<file path="src/design/assert_macros.svh">
// Assertion macros shared by the limiter RTL.
`ifndef ASSERT_MACROS_SVH
`define ASSERT_MACROS_SVH

`ifndef SYNTHESIS

// Same-cycle implication under reset.
`define SLPL_ASSERT_IMP(label, clk, rst_n, ante, cons) \
    label: assert property (@(posedge clk) disable iff (!rst_n) (ante) |-> (cons)) \
        else $error("limiter assertion failed");

// Next-cycle implication under reset.
`define SLPL_ASSERT_NXT(label, clk, rst_n, ante, cons) \
    label: assert property (@(posedge clk) disable iff (!rst_n) (ante) |=> (cons)) \
        else $error("limiter assertion failed");

`else

`define SLPL_ASSERT_IMP(label, clk, rst_n, ante, cons)
`define SLPL_ASSERT_NXT(label, clk, rst_n, ante, cons)

`endif

`endif

</file>
<file path="src/design/slpl_pkg.sv">
// Types and constants of the stereo linked peak limiter.
`timescale 1ns / 1ps
package slpl_pkg;

    localparam int SAMPLE_W = 24;
    localparam int GAIN_W   = 25;
    localparam int COEF_W   = 24;
    localparam int RISE_W   = 25;
    localparam int ENV_W    = 28;
    localparam int ADDR_W   = 5;
    localparam int DATA_W   = 32;
    localparam int CNT_W    = 5;
    localparam int LOW_W    = 7;

    typedef logic signed [SAMPLE_W-1:0] sample_t;
    typedef logic [GAIN_W-1:0]          gain_t;

    typedef enum logic [2:0] {
        REG_INPUT_GAIN     = 3'd0,
        REG_RELEASE_COEF   = 3'd1,
        REG_SMOOTH_COEF    = 3'd2,
        REG_LINK_RISE_COEF = 3'd3,
        REG_SMOOTHING_MODE = 3'd4
    } reg_idx_t;

    localparam logic [COEF_W-1:0] INPUT_GAIN_RST   = 24'd1048576;
    localparam logic [COEF_W-1:0] RELEASE_COEF_RST = 24'd16775945;
    localparam logic [COEF_W-1:0] SMOOTH_COEF_RST  = 24'd16747062;
    localparam logic [RISE_W-1:0] LINK_RISE_RST    = 25'd16786876;

    localparam logic [ENV_W-1:0]  THRESH_Q24 = 28'd16585169;
    localparam logic [GAIN_W-1:0] UNITY_Q24  = 25'd16777216;

    localparam logic [CNT_W-1:0] MUL_LAST = 5'd24;
    localparam logic [CNT_W-1:0] DIV_LAST = 5'd23;

endpackage

</file>
<file path="src/design/slpl_stream_if.sv">
// Valid/ready stream interfaces for sample pairs and limited results.
`timescale 1ns / 1ps
interface slpl_in_if;
    import slpl_pkg::*;

    logic    valid;
    logic    ready;
    sample_t left_in;
    sample_t right_in;

    modport source (output valid, output left_in, output right_in, input ready);
    modport sink   (input valid, input left_in, input right_in, output ready);
endinterface

interface slpl_out_if;
    import slpl_pkg::*;

    logic    valid;
    logic    ready;
    sample_t left_out;
    sample_t right_out;
    gain_t   left_gain;
    gain_t   right_gain;

    modport source (output valid, output left_out, output right_out,
                    output left_gain, output right_gain, input ready);
    modport sink   (input valid, input left_out, input right_out,
                    input left_gain, input right_gain, output ready);
endinterface

</file>
<file path="src/design/stereo_linked_peak_limiter_core.sv">
// Stereo linked peak limiter with one shared bit-serial multiply/divide unit.
//
//   channel   kind        width                    handshake
//   sample    stream in   2 x 24 signed            valid/ready
//   result    stream out  2 x 24 signed, 2 x 25    valid/ready
//   apb       config      32 data, 5 addr          psel/penable, pready tied high
//
// Each item is worked through step by step in the shared serial unit, which
// multiplies one multiplier bit a cycle and also does the divide.
// Smoother, release, link and divide steps are skipped when not needed.
// Reset clears all envelopes and loads register defaults; no clearing pass.
// A new item is taken while the previous result waits; a stalled result
// holds the finished item in its last state until the output frees.
`timescale 1ns / 1ps
`include "assert_macros.svh"
module stereo_linked_peak_limiter_core (
    input  logic                            clk,
    input  logic                            rst_n,
    slpl_in_if.sink                         sample,
    slpl_out_if.source                      result,
    input  logic                            psel,
    input  logic                            penable,
    input  logic                            pwrite,
    input  logic [slpl_pkg::ADDR_W-1:0]     paddr,
    input  logic [slpl_pkg::DATA_W-1:0]     pwdata,
    output logic [slpl_pkg::DATA_W-1:0]     prdata,
    output logic                            pready
);
    import slpl_pkg::*;

    typedef enum logic [8:0] {
        ST_IDLE   = 9'b000000001,
        ST_MAG    = 9'b000000010,
        ST_SMOOTH = 9'b000000100,
        ST_ENV    = 9'b000001000,
        ST_LINK   = 9'b000010000,
        ST_RAISE  = 9'b000100000,
        ST_DIV    = 9'b001000000,
        ST_OUT    = 9'b010000000,
        ST_EMIT   = 9'b100000000
    } state_t;

    // configuration
    logic [COEF_W-1:0] input_gain_reg;
    logic [COEF_W-1:0] release_coef_reg;
    logic [COEF_W-1:0] smooth_coef_reg;
    logic [RISE_W-1:0] link_rise_reg;
    logic              smoothing_mode_reg;
    logic              cfg_wr;
    reg_idx_t          cfg_idx;

    // sequencer
    state_t             state_reg, state_next;
    logic               side_reg, side_next;
    logic               run_reg, run_next;
    logic [CNT_W-1:0]   cnt_reg, cnt_next;

    // serial unit
    logic [ENV_W-1:0]   mcand_reg, mcand_next;
    logic [GAIN_W-1:0]  mplier_reg, mplier_next;
    logic [ENV_W-1:0]   acc_reg, acc_next;
    logic [LOW_W-1:0]   low_reg, low_next;

    // item and channel state
    logic               neg_l_reg, neg_l_next, neg_r_reg, neg_r_next;
    logic [SAMPLE_W-1:0] abs_l_reg, abs_l_next, abs_r_reg, abs_r_next;
    logic [ENV_W-1:0]   m_l_reg, m_l_next, m_r_reg, m_r_next;
    logic [ENV_W-1:0]   smooth_l_reg, smooth_l_next, smooth_r_reg, smooth_r_next;
    logic [ENV_W-1:0]   env_l_reg, env_l_next, env_r_reg, env_r_next;
    logic [ENV_W-1:0]   env_lk_reg, env_lk_next;
    logic [GAIN_W-1:0]  gain_l_reg, gain_l_next, gain_r_reg, gain_r_next;
    logic [SAMPLE_W-1:0] lim_l_reg, lim_l_next, lim_r_reg, lim_r_next;

    // output register
    logic               out_valid_reg, out_valid_next;
    logic               out_load;
    logic [SAMPLE_W-1:0] left_out_reg, right_out_reg;
    logic [GAIN_W-1:0]  left_gain_reg, right_gain_reg;

    // datapath
    logic [ENV_W:0]     mul_sum;
    logic [ENV_W-1:0]   mul_acc;
    logic [LOW_W-1:0]   mul_low;
    logic [ENV_W+LOW_W-1:0] res_wide;
    logic [ENV_W-1:0]   mul_res;
    logic [ENV_W:0]     div_trial;
    logic [ENV_W:0]     div_diff;
    logic               div_ge;
    logic [ENV_W-1:0]   div_rem;
    logic [GAIN_W-1:0]  div_quot;
    logic               mul_step, div_step, mul_done, div_done;

    logic [ENV_W-1:0]   cur_m, cur_s, cur_env, cur_d, target, lk_plus, link_up;
    logic [SAMPLE_W-1:0] cur_abs;
    logic [GAIN_W-1:0]  cur_gain;
    logic               cur_neg;
    logic               accept;

    function automatic logic [SAMPLE_W-1:0] saturate(input logic [ENV_W-1:0] q,
                                                     input logic neg);
        logic [ENV_W-1:0] neg_q;
        neg_q = '0 - q;
        if (neg)
        begin
            return (q > 28'd8388608) ? 24'h800000 : neg_q[SAMPLE_W-1:0];
        end
        return (q > 28'd8388607) ? 24'h7FFFFF : q[SAMPLE_W-1:0];
    endfunction

    // ---------------- configuration port ----------------
    assign pready  = 1'b1;
    assign cfg_wr  = psel && penable && pwrite && pready;
    assign cfg_idx = reg_idx_t'(paddr[ADDR_W-1:2]);

    always_ff @(posedge clk or negedge rst_n)
    begin
        if (!rst_n)
        begin
            input_gain_reg     <= INPUT_GAIN_RST;
            release_coef_reg   <= RELEASE_COEF_RST;
            smooth_coef_reg    <= SMOOTH_COEF_RST;
            link_rise_reg      <= LINK_RISE_RST;
            smoothing_mode_reg <= 1'b1;
        end
        else if (cfg_wr)
        begin
            unique case (cfg_idx)
                REG_INPUT_GAIN:     input_gain_reg     <= pwdata[COEF_W-1:0];
                REG_RELEASE_COEF:   release_coef_reg   <= pwdata[COEF_W-1:0];
                REG_SMOOTH_COEF:    smooth_coef_reg    <= pwdata[COEF_W-1:0];
                REG_LINK_RISE_COEF: link_rise_reg      <= pwdata[RISE_W-1:0];
                REG_SMOOTHING_MODE: smoothing_mode_reg <= pwdata[0];
                default: ;
            endcase
        end
    end

    always_comb
    begin
        prdata = '0;
        unique case (cfg_idx)
            REG_INPUT_GAIN:     prdata = {8'd0, input_gain_reg};
            REG_RELEASE_COEF:   prdata = {8'd0, release_coef_reg};
            REG_SMOOTH_COEF:    prdata = {8'd0, smooth_coef_reg};
            REG_LINK_RISE_COEF: prdata = {7'd0, link_rise_reg};
            REG_SMOOTHING_MODE: prdata = {31'd0, smoothing_mode_reg};
            default:            prdata = '0;
        endcase
    end

    // ---------------- serial datapath ----------------
    assign mul_sum  = {1'b0, acc_reg} + (mplier_reg[0] ? {1'b0, mcand_reg} : '0);
    assign mul_acc  = mul_sum[ENV_W:1];
    assign mul_low  = {mul_sum[0], low_reg[LOW_W-1:1]};
    assign res_wide = {mul_acc, mul_low};

    // product >> 19 for magnitudes, >> 25 for output, >> 24 for coefficients
    always_comb
    begin
        if (state_reg == ST_MAG)
        begin
            mul_res = res_wide[ENV_W:1];
        end
        else if (state_reg == ST_OUT)
        begin
            mul_res = res_wide[ENV_W+LOW_W-1:LOW_W];
        end
        else
        begin
            mul_res = res_wide[ENV_W+LOW_W-2:LOW_W-1];
        end
    end

    // restoring divide, one quotient bit a cycle
    assign div_trial = {acc_reg, 1'b0};
    assign div_diff  = div_trial - {1'b0, mcand_reg};
    assign div_ge    = (div_trial >= {1'b0, mcand_reg});
    assign div_rem   = div_ge ? div_diff[ENV_W-1:0] : div_trial[ENV_W-1:0];
    assign div_quot  = {mplier_reg[GAIN_W-2:0], div_ge};

    assign mul_step = run_reg && (state_reg != ST_DIV);
    assign div_step = run_reg && (state_reg == ST_DIV);
    assign mul_done = mul_step && (cnt_reg == MUL_LAST);
    assign div_done = div_step && (cnt_reg == DIV_LAST);

    assign cur_m    = side_reg ? m_r_reg      : m_l_reg;
    assign cur_s    = side_reg ? smooth_r_reg : smooth_l_reg;
    assign cur_env  = side_reg ? env_r_reg    : env_l_reg;
    assign cur_abs  = side_reg ? abs_r_reg    : abs_l_reg;
    assign cur_gain = side_reg ? gain_r_reg   : gain_l_reg;
    assign cur_neg  = side_reg ? neg_r_reg    : neg_l_reg;
    assign cur_d    = smoothing_mode_reg ? cur_s : cur_m;
    assign target   = (env_l_reg > env_r_reg) ? env_l_reg : env_r_reg;
    assign lk_plus  = env_lk_reg + 28'd1;
    assign link_up  = (mul_res < lk_plus) ? lk_plus : mul_res;

    assign accept   = sample.valid && sample.ready;
    assign sample.ready = (state_reg == ST_IDLE);

    // ---------------- sequencer ----------------
    always_comb
    begin
        state_next     = state_reg;
        side_next      = side_reg;
        run_next       = run_reg;
        cnt_next       = cnt_reg;
        mcand_next     = mcand_reg;
        mplier_next    = mplier_reg;
        acc_next       = acc_reg;
        low_next       = low_reg;
        neg_l_next     = neg_l_reg;
        neg_r_next     = neg_r_reg;
        abs_l_next     = abs_l_reg;
        abs_r_next     = abs_r_reg;
        m_l_next       = m_l_reg;
        m_r_next       = m_r_reg;
        smooth_l_next  = smooth_l_reg;
        smooth_r_next  = smooth_r_reg;
        env_l_next     = env_l_reg;
        env_r_next     = env_r_reg;
        env_lk_next    = env_lk_reg;
        gain_l_next    = gain_l_reg;
        gain_r_next    = gain_r_reg;
        lim_l_next     = lim_l_reg;
        lim_r_next     = lim_r_reg;
        out_load       = 1'b0;
        out_valid_next = out_valid_reg && !result.ready;

        if (mul_step)
        begin
            acc_next    = mul_acc;
            low_next    = mul_low;
            mplier_next = mplier_reg >> 1;
            cnt_next    = cnt_reg + 5'd1;
        end
        if (div_step)
        begin
            acc_next    = div_rem;
            mplier_next = div_quot;
            cnt_next    = cnt_reg + 5'd1;
        end

        unique case (state_reg)
            ST_IDLE:
            begin
                if (accept)
                begin
                    neg_l_next = sample.left_in[SAMPLE_W-1];
                    neg_r_next = sample.right_in[SAMPLE_W-1];
                    abs_l_next = sample.left_in[SAMPLE_W-1] ? -sample.left_in
                                                            : sample.left_in;
                    abs_r_next = sample.right_in[SAMPLE_W-1] ? -sample.right_in
                                                             : sample.right_in;
                    side_next  = 1'b0;
                    run_next   = 1'b0;
                    state_next = ST_MAG;
                end
            end

            ST_MAG:
            begin
                if (!run_reg)
                begin
                    mcand_next  = {4'd0, cur_abs};
                    mplier_next = {1'b0, input_gain_reg};
                    acc_next    = '0;
                    cnt_next    = '0;
                    run_next    = 1'b1;
                end
                else if (mul_done)
                begin
                    run_next = 1'b0;
                    if (side_reg)
                    begin
                        m_r_next   = mul_res;
                        side_next  = 1'b0;
                        state_next = smoothing_mode_reg ? ST_SMOOTH : ST_ENV;
                    end
                    else
                    begin
                        m_l_next  = mul_res;
                        side_next = 1'b1;
                    end
                end
            end

            ST_SMOOTH:
            begin
                if (!run_reg && (cur_s < cur_m))
                begin
                    // instant attack
                    if (side_reg)
                    begin
                        smooth_r_next = cur_m;
                        state_next    = ST_ENV;
                    end
                    else
                    begin
                        smooth_l_next = cur_m;
                    end
                    side_next = !side_reg;
                end
                else if (!run_reg)
                begin
                    mcand_next  = cur_s - cur_m;
                    mplier_next = {1'b0, smooth_coef_reg};
                    acc_next    = '0;
                    cnt_next    = '0;
                    run_next    = 1'b1;
                end
                else if (mul_done)
                begin
                    run_next = 1'b0;
                    if (side_reg)
                    begin
                        smooth_r_next = cur_m + mul_res;
                        state_next    = ST_ENV;
                    end
                    else
                    begin
                        smooth_l_next = cur_m + mul_res;
                    end
                    side_next = !side_reg;
                end
            end

            ST_ENV:
            begin
                if (!run_reg && (cur_env < cur_d))
                begin
                    if (side_reg)
                    begin
                        env_r_next = cur_d;
                        state_next = ST_LINK;
                    end
                    else
                    begin
                        env_l_next = cur_d;
                    end
                    side_next = !side_reg;
                end
                else if (!run_reg)
                begin
                    mcand_next  = cur_env;
                    mplier_next = {1'b0, release_coef_reg};
                    acc_next    = '0;
                    cnt_next    = '0;
                    run_next    = 1'b1;
                end
                else if (mul_done)
                begin
                    run_next = 1'b0;
                    if (side_reg)
                    begin
                        env_r_next = (mul_res > cur_d) ? mul_res : cur_d;
                        state_next = ST_LINK;
                    end
                    else
                    begin
                        env_l_next = (mul_res > cur_d) ? mul_res : cur_d;
                    end
                    side_next = !side_reg;
                end
            end

            ST_LINK:
            begin
                if (!run_reg && (env_lk_reg >= target))
                begin
                    // fall at once
                    env_lk_next = target;
                    state_next  = ST_RAISE;
                end
                else if (!run_reg)
                begin
                    mcand_next  = env_lk_reg;
                    mplier_next = link_rise_reg;
                    acc_next    = '0;
                    cnt_next    = '0;
                    run_next    = 1'b1;
                end
                else if (mul_done)
                begin
                    // rise by the coefficient, at least one LSB, capped at target
                    run_next    = 1'b0;
                    env_lk_next = (link_up < target) ? link_up : target;
                    state_next  = ST_RAISE;
                end
            end

            ST_RAISE:
            begin
                env_l_next = (env_l_reg < env_lk_reg) ? env_lk_reg : env_l_reg;
                env_r_next = (env_r_reg < env_lk_reg) ? env_lk_reg : env_r_reg;
                side_next  = 1'b0;
                state_next = ST_DIV;
            end

            ST_DIV:
            begin
                if (!run_reg && (cur_env <= THRESH_Q24))
                begin
                    if (side_reg)
                    begin
                        gain_r_next = UNITY_Q24;
                        state_next  = ST_OUT;
                    end
                    else
                    begin
                        gain_l_next = UNITY_Q24;
                    end
                    side_next = !side_reg;
                end
                else if (!run_reg)
                begin
                    // dividend is threshold << 24; the top part seeds the remainder
                    mcand_next  = cur_env;
                    acc_next    = THRESH_Q24;
                    mplier_next = '0;
                    cnt_next    = '0;
                    run_next    = 1'b1;
                end
                else if (div_done)
                begin
                    run_next = 1'b0;
                    if (side_reg)
                    begin
                        gain_r_next = {1'b0, div_quot[GAIN_W-2:0]};
                        state_next  = ST_OUT;
                    end
                    else
                    begin
                        gain_l_next = {1'b0, div_quot[GAIN_W-2:0]};
                    end
                    side_next = !side_reg;
                end
            end

            ST_OUT:
            begin
                if (!run_reg)
                begin
                    mcand_next  = cur_m;
                    mplier_next = cur_gain;
                    acc_next    = '0;
                    cnt_next    = '0;
                    run_next    = 1'b1;
                end
                else if (mul_done)
                begin
                    run_next = 1'b0;
                    if (side_reg)
                    begin
                        lim_r_next = saturate(mul_res, cur_neg);
                        state_next = ST_EMIT;
                    end
                    else
                    begin
                        lim_l_next = saturate(mul_res, cur_neg);
                    end
                    side_next = !side_reg;
                end
            end

            ST_EMIT:
            begin
                // hold until the output register is free
                if (!out_valid_reg || result.ready)
                begin
                    out_load       = 1'b1;
                    out_valid_next = 1'b1;
                    side_next      = 1'b0;
                    state_next     = ST_IDLE;
                end
            end

            default:
            begin
                run_next   = 1'b0;
                state_next = ST_IDLE;
            end
        endcase
    end

    always_ff @(posedge clk or negedge rst_n)
    begin
        if (!rst_n)
        begin
            state_reg     <= ST_IDLE;
            side_reg      <= 1'b0;
            run_reg       <= 1'b0;
            cnt_reg       <= '0;
            out_valid_reg <= 1'b0;
            smooth_l_reg  <= '0;
            smooth_r_reg  <= '0;
            env_l_reg     <= '0;
            env_r_reg     <= '0;
            env_lk_reg    <= '0;
        end
        else
        begin
            state_reg     <= state_next;
            side_reg      <= side_next;
            run_reg       <= run_next;
            cnt_reg       <= cnt_next;
            out_valid_reg <= out_valid_next;
            smooth_l_reg  <= smooth_l_next;
            smooth_r_reg  <= smooth_r_next;
            env_l_reg     <= env_l_next;
            env_r_reg     <= env_r_next;
            env_lk_reg    <= env_lk_next;
        end
    end

    always_ff @(posedge clk)
    begin
        mcand_reg  <= mcand_next;
        mplier_reg <= mplier_next;
        acc_reg    <= acc_next;
        low_reg    <= low_next;
        neg_l_reg  <= neg_l_next;
        neg_r_reg  <= neg_r_next;
        abs_l_reg  <= abs_l_next;
        abs_r_reg  <= abs_r_next;
        m_l_reg    <= m_l_next;
        m_r_reg    <= m_r_next;
        gain_l_reg <= gain_l_next;
        gain_r_reg <= gain_r_next;
        lim_l_reg  <= lim_l_next;
        lim_r_reg  <= lim_r_next;
        if (out_load)
        begin
            left_out_reg   <= lim_l_reg;
            right_out_reg  <= lim_r_reg;
            left_gain_reg  <= gain_l_reg;
            right_gain_reg <= gain_r_reg;
        end
    end

    assign result.valid      = out_valid_reg;
    assign result.left_out   = left_out_reg;
    assign result.right_out  = right_out_reg;
    assign result.left_gain  = left_gain_reg;
    assign result.right_gain = right_gain_reg;

    // ---------------- assertions ----------------
    `SLPL_ASSERT_NXT(a_accept_starts_mag, clk, rst_n, accept, state_reg == ST_MAG && !run_reg)
    `SLPL_ASSERT_IMP(a_div_rem_below, clk, rst_n, div_step, acc_reg < mcand_reg)
    `SLPL_ASSERT_IMP(a_link_under_env, clk, rst_n, state_reg == ST_DIV, env_lk_reg <= env_l_reg && env_lk_reg <= env_r_reg)
    `SLPL_ASSERT_IMP(a_gain_max_unity, clk, rst_n, state_reg == ST_OUT, cur_gain <= UNITY_Q24)

endmodule
</file>
<file path="src/flat_wrapper.sv">
// flat-port wrapper written by rule: the top's interface ports become plain ports
module stereo_linked_peak_limiter_core_flat import slpl_pkg::*;
  (clk, rst_n, psel, penable, pwrite, paddr, pwdata, prdata, pready, sample_valid, sample_left_in, sample_right_in, sample_ready, result_valid, result_left_out, result_right_out, result_left_gain, result_right_gain, result_ready);
  slpl_in_if sample_i ();
  slpl_out_if result_i ();
  input  logic clk;
  input  logic rst_n;
  input  logic psel;
  input  logic penable;
  input  logic pwrite;
  input  logic [slpl_pkg::ADDR_W-1:0] paddr;
  input  logic [slpl_pkg::DATA_W-1:0] pwdata;
  output logic [slpl_pkg::DATA_W-1:0] prdata;
  output logic pready;
  input wire logic [$bits(sample_i.valid)-1:0] sample_valid;
  input wire logic [$bits(sample_i.left_in)-1:0] sample_left_in;
  input wire logic [$bits(sample_i.right_in)-1:0] sample_right_in;
  output wire logic [$bits(sample_i.ready)-1:0] sample_ready;
  output wire logic [$bits(result_i.valid)-1:0] result_valid;
  output wire logic [$bits(result_i.left_out)-1:0] result_left_out;
  output wire logic [$bits(result_i.right_out)-1:0] result_right_out;
  output wire logic [$bits(result_i.left_gain)-1:0] result_left_gain;
  output wire logic [$bits(result_i.right_gain)-1:0] result_right_gain;
  input wire logic [$bits(result_i.ready)-1:0] result_ready;
  assign sample_i.valid = sample_valid;
  assign sample_i.left_in = sample_left_in;
  assign sample_i.right_in = sample_right_in;
  assign sample_ready = sample_i.ready;
  assign result_valid = result_i.valid;
  assign result_left_out = result_i.left_out;
  assign result_right_out = result_i.right_out;
  assign result_left_gain = result_i.left_gain;
  assign result_right_gain = result_i.right_gain;
  assign result_i.ready = result_ready;
  stereo_linked_peak_limiter_core u_core (.clk(clk), .rst_n(rst_n), .sample(sample_i), .result(result_i), .psel(psel), .penable(penable), .pwrite(pwrite), .paddr(paddr), .pwdata(pwdata), .prdata(prdata), .pready(pready));
endmodule
</file>
<file path="config.mk">
export PLATFORM = sky130hd
export DESIGN_NAME = stereo_linked_peak_limiter_core_flat
export DESIGN_NICKNAME = d
export VERILOG_FILES = /design/src/design/slpl_pkg.sv /design/src/design/slpl_stream_if.sv /design/src/design/stereo_linked_peak_limiter_core.sv /design/src/flat_wrapper.sv
export VERILOG_INCLUDE_DIRS = /design/src /design/src/design
export SDC_FILE = /design/constraint.sdc
export NUM_CORES = 2
export LEC_CHECK = 0
export BUFFER_PORTS_ARGS = -buffer_cell sky130_fd_sc_hd__buf_2
export CORE_ASPECT_RATIO = 1.75
export CORE_MARGIN = 2
export CORE_UTILIZATION = 50
export CTS_CLUSTER_SIZE = 28
export DETAILED_ROUTE_END_ITERATION = 6
export PLACE_DENSITY_LB_ADDON = 0.15
export SLEW_MARGIN = 20
export SYNTH_ARGS = -nofsm -noshare
export SYNTH_HDL_FRONTEND = slang
export SYNTH_SLANG_ARGS = --single-unit
export TNS_END_PERCENT = 10
</file>
<file path="constraint.sdc">
create_clock -name clk -period 10.6 [get_ports clk]
set_input_delay 0 -clock clk [delete_from_list [all_inputs] [get_ports clk]]
set_output_delay 0 -clock clk [all_outputs]
set_load 0.01 [all_outputs]
</file>
==> results.py <==
metrics = {
    "global_routing": {
        "grt_pass1_vias": 35800,
        "grtUsageTotal": 0.338,
        "grt_max_degree": 136,
        "grt_pass1_wl_um": 220000,
        "antenna_found_initial": 1,
        "grt_overflow": 0,
    },
    "yosys": {
        "postSynthAreaPerCell_um2": 10.0,
        "syn_inst": 4248,
        "synth-edff-count": 335,
        "synthFlopType": "edfxtp_1",
        "synth_largest_area_cell": "edfxtp_1",
        "syn_area_um2": 42500,
        "synth-seq-cells": 643,
        "netlist.area_leader.share": 0.237,
        "ys_seq_area_frac": 0.413,
        "synth.area.top_cells": "edfxtp_1 24%, dfrtp_1 12%, ha_1 9.9%, mux2i_1 5.0%, mux2_2 4.8%",
        "postSynth.asyncResetShare": 0.397,
        "ys_warn_count": 0,
        "ys_types": 100,
    },
    "timing": {
        "skew_ps": 31.5,
        "fmax_ghz": 0.106,
        "final_max_slew_viol_count": 0,
        "tns_ps": 0,
        "period_needed_ps": 9460,
        "hold_viol": 0,
        "relSlewSlack": 0.285,
        "fin_crit_sh": 0.892,
        "tightest_slew_ps": 1070,
        "rsz0062_at_grt": "false",
        "finalSetupViolCount": 0,
    },
    "drt": {
        "vias": 35800,
        "route.detailed.drc": 0,
        "via_per_inst": 6.36,
        "ant_nets": 0,
        "detail_route.wl_per_cell_um": 26.7,
        "routed_wl_um": 150000,
        "drt_first_iter_violations": 2694,
        "dr.pass1.iters": 6,
    },
    "clocking": {
        "htreeDepth": 2,
        "cts_buffers": 61,
        "cts.sink_count": 643,
        "cts_resized": 0,
        "ctsRootBufferMaster": "clkbuf_16",
        "clk_pin_slew_worst_paths_ps": 70,
        "cts_tree": "done",
        "cts_buffer_depth": 3,
        "clk_latency_ps": 690,
    },
    "layout": {
        "layout_common_cells": "353 x nand2_1, 338 x ha_1, 335 x edfxtp_1, 293 x nor2_1, 246 x a21oi_1",
        "nets": 4935,
        "area_delta_synth_final_pct": 13.4,
        "nFillCells": 7512,
        "layout-drive-gt1-share": 0.151,
        "final_common_cell": "nand2_1",
    },
    "die": {
        "ios": 225,
        "die_y_um": 390,
        "initial_utilization": 0.504,
        "dieArea_um2": 87500,
        "fp.dieW_um": 224,
        "rows": 141,
        "core_um2": 84300,
    },
    "worst_setup_path": {
        "critPathRequiredTime_ps": 11170,
        "startpoint_type": "flip-flop",
        "critical_path_class": "reg -> reg",
        "startpoint": "u_core.mplier_reg[0]$_DFF_P_",
        "path_max_fanout": 32,
        "critPathSlowestCell": "a311oi_1",
        "regToRegStartpoint": "u_core.mplier_reg[0]$_DFF_P_",
        "crit_arrival_ps": 10020,
        "critPathCaptureType": "flip-flop",
        "cpPeakStageDelay_ps": 880,
        "timing.reg2reg.worst_path_depth": 28,
    },
    "power": {
        "vdd_drop_max_mv": 0.186,
        "totalPowerFinal_uw": 10400,
        "leakage_uw": 0.0207,
        "p_per_area_nw_per_um2": 216,
    },
    "hold_path": {
        "hp-class": "in -> reg",
        "hold_depth": 4,
        "hold_start": "penable",
    },
    "place": {
        "place_congestion": 0.961,
        "dp_hpwl_um": 113000,
        "io_buffers": 207,
    },
    "run_status": {
        "status": "finished clean",
    },
    "job": {
        "cap_viol_max_count": 0,
    },
}
Yosys cell counts, types with 21 or more instances:
cell and number:
a211o_1 32, a211oi_1 40, a21o_1 124, a21oi_1 246, a221o_1 43, a221oi_1 37
a22o_1 27, a22oi_1 21, a31oi_1 28, and2_1 63, and3_1 21, buf_2 26
clkbuf_1 179, dfrtp_1 211, dfstp_2 44, dfxtp_1 53, edfxtp_1 335, ha_1 338
inv_1 198, mux2_2 181, mux2i_1 212, nand2_1 353, nand2b_1 31, nand3_1 62
nand4_1 66, nor2_1 301, nor2b_1 32, nor3_1 50, o211ai_1 53, o21a_1 24
o21ai_0 221, o221ai_1 46, o22ai_1 22, o2bb2ai_1 25, o31ai_1 58, or3_1 26
xnor2_1 120, xor2_1 41
metrics by stage:
stage | cell area (µm²) | hold slack, ps | setup WS [ps] | std cells | util
6_report | 48200 | 93.8 | 1140 | 5627 | 0.572
5_1_grt | 48200 | 111 | 604 | 5626 | 0.572
3_5_place_dp | 44800 | 197 | 1370 | 5387 | 0.531
2_1_floorplan | 42500 | -296 | 2740 | 4254 | -
3_3_place_gp | 44800 | 174 | 1490 | 5387 | 0.531
4_1_cts | 48200 | 59.8 | 1340 | 5623 | 0.571
per-layer routing:
layer  part of all wire  global-route usage  vias up
met4               0.10               0.298        0
met3              0.049              0.0462      605
li1                   -                   -    16500
met2               0.51               0.604     1363
met5                  0                   0        -
met1               0.34               0.341    17400
worst max-delay path, delay by kind of cell (launching register included):
kind / cells / cell delay (ps)
adder cells (fa/ha/maj): 3 / 1030
multiplexers: 1 / 180
AO/OA/AOI/OAI: 13 / 4210
AND/OR/NAND/NOR: 7 / 2150
flip-flops: 1 / 390
buffers and inverters: 4 / 1350
kinds of logic after synthesis:
group | count (synthesis) | synth area share
AO/OA/AOI/OAI | 1166 | 0.188
multiplexers | 394 | 0.0984
AND/OR/NAND/NOR | 1113 | 0.126
buffers and inverters | 427 | 0.0395
XOR/XNOR | 161 | 0.0332
flip-flops | 643 | 0.413
adder cells (fa/ha/maj) | 342 | 0.101
other | 2 | 0.000177
layout make-up:
cell class	count	area (µm²)	area share
Clock buffer	78	1680	0.0347
Tap cell	1072	1340	0.0278
Clock inverter	37	484	0.0100
Timing Repair Buffer	410	2920	0.0606
Sequential cell	643	17600	0.364
Multi-Input combinational cell	3184	23500	0.487
Antenna cell	2	5.00	0.000104
Inverter	201	754	0.0156
what timing repair did:
item,CTS,global route
setup endpoints to repair,0,0
hold endpoints to repair,272,34
setup buffers,0,0
hold buffers,121,1
where the power goes:
group	switching, µW	total (µW)	internal (µW)
Clock	1050	2370	1330
Combinational	3180	4990	1810
Sequential	172	3060	2890
Total	4400	10400	6030
path summary, 6_finish.rpt:
path / to / slack (ps)
min in group asynchronous: u_core.env_l_reg[0]$_DFFE_PN0P_ / 320
min: u_core.smooth_coef_reg[17]$_DFFE_PN1P_ / 90
max: u_core.env_lk_reg[25]$_DFFE_PN0P_ / 1140
min reg2reg: u_core.result.left_out[6]$_DFFE_PP_ / 420
max reg2reg: u_core.env_lk_reg[25]$_DFFE_PN0P_ / 1140
max in group asynchronous: u_core.run_reg$_DFFE_PN0P_ / 8560
Power figures use the tool's default switching activity.
